## config.mk

```make
export PLATFORM = sky130hd
export DESIGN_NAME = bfst_front
export DESIGN_NICKNAME = d
export VERILOG_FILES = /design/src/bfst_pkg.sv /design/src/bfst_front.sv
export SDC_FILE = /design/constraint.sdc
export NUM_CORES = 1
export LEC_CHECK = 0
export BUFFER_PORTS_ARGS = -buffer_cell sky130_fd_sc_hd__buf_2
export CORE_ASPECT_RATIO = 0.5
export CORE_UTILIZATION = 55
export DETAILED_ROUTE_END_ITERATION = 6
export PLACE_DENSITY = 0.83
export SYNTH_ARGS = -nofsm -noshare
export SYNTH_HDL_FRONTEND = slang
export SYNTH_SLANG_ARGS = --single-unit
```

## constraint.sdc

```tcl
create_clock -name clock -period 8.1 [get_ports clock]
set_clock_uncertainty 0.2 [all_clocks]
set_input_delay 1.215 -clock clock [delete_from_list [all_inputs] [get_ports clock]]
set_output_delay 1.215 -clock clock [all_outputs]
set_load 0.05 [all_outputs]
```

## src/bfst_pkg.sv

```systemverilog
// Shared types and constants for the bidirectional flow statistics table.
package bfst_pkg;

   localparam int TableDepthDefault = 32;
   localparam int QueueDepth = 2;

   localparam logic CmdPacket = 1'b0;
   localparam logic CmdReport = 1'b1;

   localparam logic KindGlobal  = 1'b0;
   localparam logic KindSession = 1'b1;

   // classified item handed from front to back
   typedef struct packed {
      logic        report;
      logic [31:0] addr_lo;
      logic [31:0] addr_hi;
      logic [15:0] port_lo;
      logic [15:0] port_hi;
      logic [15:0] length;
      logic [7:0]  service;
   } work_type;

   // one result record
   typedef struct packed {
      logic        record_kind;
      logic [31:0] address_low;
      logic [31:0] address_high;
      logic [15:0] port_low;
      logic [15:0] port_high;
      logic [7:0]  session_service;
      logic [31:0] byte_total;
      logic [31:0] packet_total;
      logic [15:0] average_size;
      logic [31:0] dropped_total;
      logic        last_record;
   } record_type;

   function automatic logic [31:0] sat_add(input logic [31:0] a, input logic [31:0] b);
      logic [32:0] s;
      s = {1'b0, a} + {1'b0, b};
      return s[32] ? 32'hFFFF_FFFF : s[31:0];
   endfunction

endpackage

```

## src/bfst_front.sv

```systemverilog
// Front end: accepts items, orders the key and queues the classified work.
module bfst_front (
   input  logic              clock,
   input  logic              reset,
   input  logic              req_tvalid,
   output logic              req_tready,
   input  logic [119:0]      req_tdata,
   input  logic              req_tuser,
   output bfst_pkg::work_type work_data,
   output logic              work_valid,
   input  logic              work_take
);
   localparam int PtrW = $clog2(bfst_pkg::QueueDepth);

   bfst_pkg::work_type queue_ff [bfst_pkg::QueueDepth];
   logic [PtrW-1:0] wr_ptr_ff, rd_ptr_ff;
   logic [PtrW:0]   count_ff;
   bfst_pkg::work_type item_in;
   logic [31:0] sa, da;
   logic [15:0] sp, dp;
   logic push, pop;

   always_comb begin
      sa = req_tdata[31:0];
      da = req_tdata[63:32];
      sp = req_tdata[79:64];
      dp = req_tdata[95:80];
      item_in.report  = (req_tuser == bfst_pkg::CmdReport);
      item_in.addr_lo = (da < sa) ? da : sa;
      item_in.addr_hi = (da < sa) ? sa : da;
      item_in.port_lo = (dp < sp) ? dp : sp;
      item_in.port_hi = (dp < sp) ? sp : dp;
      item_in.length  = req_tdata[111:96];
      item_in.service = req_tdata[119:112];
   end

   assign req_tready = (count_ff != (PtrW+1)'(bfst_pkg::QueueDepth));
   assign push = req_tvalid && req_tready;
   assign work_valid = (count_ff != '0);
   assign pop = work_valid && work_take;
   assign work_data = queue_ff[rd_ptr_ff];

   always_ff @(posedge clock) begin
      if (push) begin
         queue_ff[wr_ptr_ff] <= item_in;
      end
      if (reset) begin
         wr_ptr_ff <= '0;
         rd_ptr_ff <= '0;
         count_ff  <= '0;
      end else begin
         if (push) wr_ptr_ff <= wr_ptr_ff + 1'b1;
         if (pop) rd_ptr_ff <= rd_ptr_ff + 1'b1;
         count_ff <= count_ff + (PtrW+1)'(push) - (PtrW+1)'(pop);
      end
   end

`ifndef SYNTHESIS
   a_no_overflow: assert property (@(posedge clock) disable iff (reset)
      count_ff == (PtrW+1)'(bfst_pkg::QueueDepth) |-> !push)
      else $error("front queue overflow");
   a_no_underflow: assert property (@(posedge clock) disable iff (reset)
      count_ff == '0 |-> !pop)
      else $error("front queue underflow");
   a_count_step: assert property (@(posedge clock) disable iff (reset)
      push && !pop |=> count_ff == $past(count_ff) + 1'b1)
      else $error("front queue count slip");
`endif
endmodule

```

==> results of run 1 <==
cells in the final DEF, fill, tap and decap left out, types with 3 or more instances in the layout:
cell type,netlist,final
o21ai_0,7,7
mux2_1,5,5
clkbuf_1,10,4
nand4_1,6,6
dfxtp_1,5,4
clkbuf_8,0,3
nor3_1,4,4
nor2_1,9,8
edfxtp_1,242,242
a21oi_1,18,18
mux2_2,212,212
buf_4,2,5
nand2_1,16,16
buf_2,3,247
ha_1,48,48
clkbuf_16,0,23
nand2b_1,4,4
inv_1,48,48
through the flow:
stage	std cells	worst slack [ps]	util, %	total power [mW]	cell area (um^2)
4_1_cts	1203	3720	68.2	4.42	13400
2_1_floorplan	669	935	-	3.02	11200
3_5_place_dp	1165	3360	64.6	3.36	12700
6_report	1203	3770	68.2	4.38	13400
3_3_place_gp	1165	3420	64.6	3.33	12700
5_1_grt	1203	3620	68.2	4.54	13400
worst min path at each step:
stage               slack (ps)  cells after the start                      to              startpoint
floorplan                  280                      2               flip-flop  rd_ptr_ff$_SDFFE_PP0P_
global placement           300                      2  rd_ptr_ff$_SDFFE_PP0P_  rd_ptr_ff$_SDFFE_PP0P_
detailed placement         320                      2               flip-flop  rd_ptr_ff$_SDFFE_PP0P_
CTS                        350                      2               flip-flop  rd_ptr_ff$_SDFFE_PP0P_
global route               410                      2  count_ff[1]$_SDFF_PP0_  count_ff[1]$_SDFF_PP0_
finish                     350                      2               flip-flop  rd_ptr_ff$_SDFFE_PP0P_
power by group:
group          internal [mW]  leakage, nW  switching [mW]  total [mW]
logic                  0.459         2.62            1.13        1.59
registers               1.66         2.30          0.0736        1.73
clock network          0.610        0.353           0.442        1.05
total                   2.73         5.28            1.65        4.38
cell families after synthesis:
kind of cell | Yosys count | share of synthesized area [%]
AO/OA/AOI/OAI | 35 | 1.92
XOR/XNOR | 4 | 0.313
adder cells (fa/ha/maj) | 48 | 5.36
buffers and inverters | 70 | 2.72
flip-flops | 247 | 65.8
multiplexers | 217 | 21.8
AND/OR/NAND/NOR | 48 | 2.07
critical path: cells and delay by family (launching register included):
family / cells / cell delay, ps
buffers and inverters: 2 / 1080
muxes: 1 / 440
DFF: 1 / 770
sequential cells by signal, indices dropped and copies added (netlist names), named ones only:
register and flops:
count_ff 2, queue_ff 242, rd_ptr_ff 1, wr_ptr_ff 1
metal layers:
layer,GRT usage [%],vias to the layer above
li1,-,3058
met1,24.4,3196
met2,38.2,135
met3,3.63,37
met4,6.19,0
met5,0,-
cell type report:
| class | count | area, um^2 |
|---|---|---|
| clock buffers | 30 | 632 |
| clock inverters | 8 | 93.8 |
| fillers | 1377 | 6250 |
| inverters | 48 | 180 |
| multi-input cells | 352 | 3550 |
| flip-flops and latches | 247 | 7370 |
| well taps | 266 | 333 |
| repair buffers | 252 | 1270 |
==> results.json, run 1 <==
{
  "ys_async_sr_fraction_pct": 0,
  "holdWs_ps": 350,
  "wl_met2_um": 11500,
  "synth-main-ff-cell": "edfxtp_1",
  "die_w_um": 204,
  "drive_above_1_share_pct": 53.6,
  "drc": 0,
  "drt-wirelength-per-cell_um": 18.3,
  "grt-ovfl-total": 0,
  "setup_tns_ps": 0,
  "numCtsBuffers": 22,
  "cp_slowest_cell": "buf_4",
  "hold_path_class": "flip-flop to flip-flop",
  "track_usage_pct": 20.4,
  "drtPass1Iterations": 4,
  "cts-resized-gates": 0,
  "crit_path_end": "work_data[114]",
  "synthTopCellsByArea": "edfxtp_1, mux2_2, ha_1",
  "tightest_slew_ps": 1040,
  "rr_endpoint": "queue_ff[1][109]$_DFFE_PP_",
  "wl_met3_um": 1050,
  "p_leak_nw": 5.28,
  "cp_max_fo": 73,
  "end_kind": "output pin",
  "rows": 36,
  "drv_slew": 0,
  "coreArea_um2": 19700,
  "grt_pass1_wl_um": 33100,
  "rr_worst_depth": 3,
  "maxCapViolations": 0,
  "r2r-start": "count_ff[0]$_SDFF_PP0_",
  "routed_wl_um": 22100,
  "rsz0062_at_grt": "no",
  "worst_path_largest_cell_delay_ps": 860,
  "relSlewSlack_pct": 30.4,
  "die_h_um": 103,
  "io_buffers": 247,
  "ys_seq_area_share_pct": 65.8,
  "antenna_found_initial": 0,
  "status": "finished clean",
  "h-tree-depth": 1,
  "dieArea_um2": 21000,
  "area_growth_pct": 20.0,
  "start_util_pct": 56.9,
  "worstSetupPathType": "flip-flop to output pin",
  "fin_nets": 1096,
  "min_period_ps": 4330,
  "pwr_density_cell_nw_per_um2": 326,
  "synth_seq_cells": 247,
  "r2r_slack_ps": 5280,
  "n_antenna_cell": 0,
  "fmax_ghz": 0.231,
  "ys_types": 36,
  "final_antenna_net_count": 0,
  "yosysTopAreaCell": "edfxtp_1",
  "yosysTopAreaCellShare_pct": 64.9,
  "top_layer": "met4",
  "num_vias": 6426,
  "synth_area_um2": 11200,
  "synth_warnings": 0,
  "grt_pass1_vias": 6638,
  "cts_tree": "yes",
  "wl_met1_um": 9010,
  "postCtsSetupBuffers": 0,
  "synth_edf_count": 242,
  "critical_path_arrival_ps": 2920,
  "ctsLongestPathBuffers": 3,
  "drt-initial-drc-count": 222,
  "syn_avg_cell_area_um2": 16.7,
  "syn-num-nets": 842,
  "io_pins": 248,
  "routed_via_density": 5.34,
  "synth.most_common_cell": "edfxtp_1",
  "fin_crit_sh_pct": 53.5,
  "setup_violations": 0,
  "hold_viol_final": 0,
  "cp-start-kind": "flip-flop",
  "cts_hold_buf": 0,
  "path_cells": "buf_4, mux2_2, buf_2",
  "cts.clk_slew.worst_paths_ps": 60,
  "grt_max_degree": 74,
  "synthCells": 669,
  "vdd_ir_drop_max_v": 0.000260,
  "required_ps": 6680,
  "ys_top_cells_by_count": "edfxtp_1, mux2_2, ha_1, inv_1, a21oi_1",
  "clk-insertion-delay-late_ps": 500,
  "place.gp.congestion": 0.763,
  "root_buffer": "clkbuf_16",
  "post-dp-hpwl_um": 14800,
  "clock_sinks": 247
}
Note: power is estimated with default switching activity, not from simulation.
==> run 2: changes to the inputs <==
- ABC_AREA: default -> 1
- CORE_UTILIZATION: 55 -> 50
- PLACE_DENSITY: 0.83 -> 0.79
- clock period: 8.1 -> 3.86 ns (I/O delays scaled with it)
==> results.json, run 2 <==
{
  "r2r-start": "count_ff[0]$_SDFF_PP0_",
  "regMostFlops": "queue_ff",
  "post-dp-hpwl_um": 17200,
  "worstSetupPathType": "flip-flop to output pin",
  "root_buffer": "clkbuf_16",
  "cts_hold_buf": 0,
  "routed_wl_um": 25600,
  "vdd_ir_drop_max_v": 0.000850,
  "power_mw": 9.35,
  "p_leak_nw": 5.82,
  "synth.most_common_cell": "edfxtp_1",
  "ys_seq_area_share_pct": 63.7,
  "ys_top_cells_by_count": "edfxtp_1, nand2_1, mux2_2",
  "drt-initial-drc-count": 460,
  "holdWs_ps": 58.3,
  "cp_slowest_cell": "buf_12",
  "crit_family": "buffers and inverters",
  "synthCells": 895,
  "cp_max_fo": 121,
  "routed_via_density": 5.29,
  "largest_registers": "queue_ff: 242 flops, count_ff: 2 flops",
  "ff_latch_area_um2": 7370,
  "clk-insertion-delay-late_ps": 500,
  "rows": 38,
  "yosysTopAreaCellShare_pct": 62.8,
  "relSlewSlack_pct": 43.5,
  "rr_worst_depth": 5,
  "cts-resized-gates": 0,
  "final-instance-count-excl-fill": 1452,
  "track_usage_pct": 21.1,
  "path_buf_inv": 2,
  "start_util_pct": 52.2,
  "synth_area_um2": 11600,
  "largest_reg_flops": 242,
  "final_common_cell": "buf_2",
  "syn_avg_cell_area_um2": 12.9,
  "setup_tns_ps": 0,
  "critical_path_arrival_ps": 2120,
  "ys_types": 31,
  "crit_cells": 3,
  "coreArea_um2": 22200,
  "numCtsBuffers": 23,
  "drive_above_1_share_pct": 37.9,
  "final_antenna_net_count": 0,
  "synth_edf_count": 242,
  "syn-num-nets": 1068,
  "status": "finished clean",
  "io_buffers": 247,
  "rsz0062_at_grt": "no",
  "grt_max_degree": 122,
  "hold_path_class": "input port to flip-flop",
  "ys_async_sr_fraction_pct": 0,
  "tightest_slew_ps": 845,
  "io_pins": 248,
  "fin_nets": 1308,
  "required_ps": 3080,
  "fmax_ghz": 0.344,
  "h-tree-depth": 1,
  "synth-main-ff-cell": "edfxtp_1",
  "cp-start-kind": "flip-flop",
  "die_h_um": 110,
  "post-route-util_pct": 62.0,
  "grt_pass1_wl_um": 38900,
  "pwr_density_cell_nw_per_um2": 681,
  "grt_pass1_vias": 7574,
  "num_vias": 7678,
  "grt-ovfl-total": 0,
  "worst_path_largest_cell_delay_ps": 440,
  "path_cells": "buf_12, mux2_2, buf_2",
  "fill_cells": 1713,
  "place.gp.congestion": 0.862,
  "r2r_slack_ps": 1800,
  "hp-start": "req_tuser",
  "drt-wirelength-per-cell_um": 17.6,
  "multi_input_area_um2": 3690,
  "ctsLongestPathBuffers": 3,
  "min_to": "queue_ff[0][120]$_DFFE_PP_",
  "synth_seq_cells": 247,
  "drtPass1Iterations": 5,
  "rr_endpoint": "queue_ff[0][111]$_DFFE_PP_",
  "cts_tree": "yes",
  "min_period_ps": 2900,
  "drc": 0,
  "die_w_um": 217,
  "fin_crit_sh_pct": 75.2,
  "postCtsSetupBuffers": 0,
  "maxCapViolations": 0,
  "synth_warnings": 0,
  "hold_viol_final": 0,
  "dieArea_um2": 23800,
  "synthTopCellsByArea": "edfxtp_1, mux2_2, nand2_1",
  "area_growth_pct": 18.7,
  "cts.clk_slew.worst_paths_ps": 60,
  "setup_violations": 0,
  "drv_slew": 0,
  "yosysTopAreaCell": "edfxtp_1",
  "end_kind": "output pin",
  "hold_depth": 1,
  "layout_common_cells": "buf_2, edfxtp_1, nand2_1, mux2_2, nand3_1",
  "antenna_found_initial": 1,
  "clock_sinks": 247,
  "placed_cells": 1410
}
[run 2: cell count changes in the layout (fill, tap and decap cells not counted), sizes merged, moves of 3 or more]
cell,change
a21oi,+8
buf,+3
clkbuf,+3
inv,+15
mux2,-96
nand2,+203
nand2b,-4
nand3,+82
nand4,-4
o21ai,+15
[run 2: cell families after synthesis]
group                      after synthesis  synth area share, %
and+or+nand+nor                        324                 12.2
DFF                                    247                 63.7
muxes                                  121                 11.8
buffers and inverters                  103                 4.59
AOI/OAI and AO/OA                       51                 2.44
adders and majority gates               48                 5.19
xor gates and xnor gates                 1               0.0757
[run 2: worst max-delay path by stage]
stage	start	end	slack (ps)
2_1_floorplan	count_ff[0]$_SDFF_PP0_	queue_ff[1][0]$_DFFE_PP_	-910
3_3_place_gp	req_tdata[69]	queue_ff[0][29]$_DFFE_PP_	690
3_5_place_dp	req_tdata[79]	queue_ff[1][31]$_DFFE_PP_	640
4_1_cts	flip-flop	work_data[84]	960
5_1_grt	flip-flop	work_data[70]	900
6_report	flip-flop	work_data[77]	960
[run 2: stage by stage]
stage	worst slack (ps)	area [um^2]
3_3_place_gp	690	13000
5_1_grt	899	13700
6_report	956	13700
3_5_place_dp	642	13000
2_1_floorplan	-910	11600
4_1_cts	964	13700
[run 2: layout make-up]
cell class                 instances  share of cell area [%]
sequential                       247                    53.7
clock inverter                     8                   0.537
tap                              300                    2.73
clock buffer                      33                    4.75
antenna                            1                  0.0182
multi-input combinational        545                    26.9
timing repair buffer             255                    9.71
inverter                          63                    1.72
[run 2: per-layer routing]
| metal | routed length (um) | GRT usage [%] | part of all wire [%] | vias to the layer above |
|---|---|---|---|---|
| li1 | - | - | - | 3666 |
| met1 | 10600 | 26.3 | 41 | 3740 |
| met2 | 12900 | 37.4 | 50 | 212 |
| met3 | 1190 | 3.54 | 4.7 | 60 |
| met4 | 935 | 7.80 | 3.6 | 0 |
| met5 | 0 | 0 | 0 | - |
[run 2: power by group]
| part | leakage [nW] | internal (mW) | total [mW] | switching, mW |
|---|---|---|---|---|
| combinational | 3.15 | 0.934 | 3.54 | 2.60 |
| clock | 0.355 | 1.25 | 2.20 | 0.957 |
| sequential | 2.32 | 3.51 | 3.61 | 0.0944 |
| total | 5.82 | 5.70 | 9.35 | 3.65 |
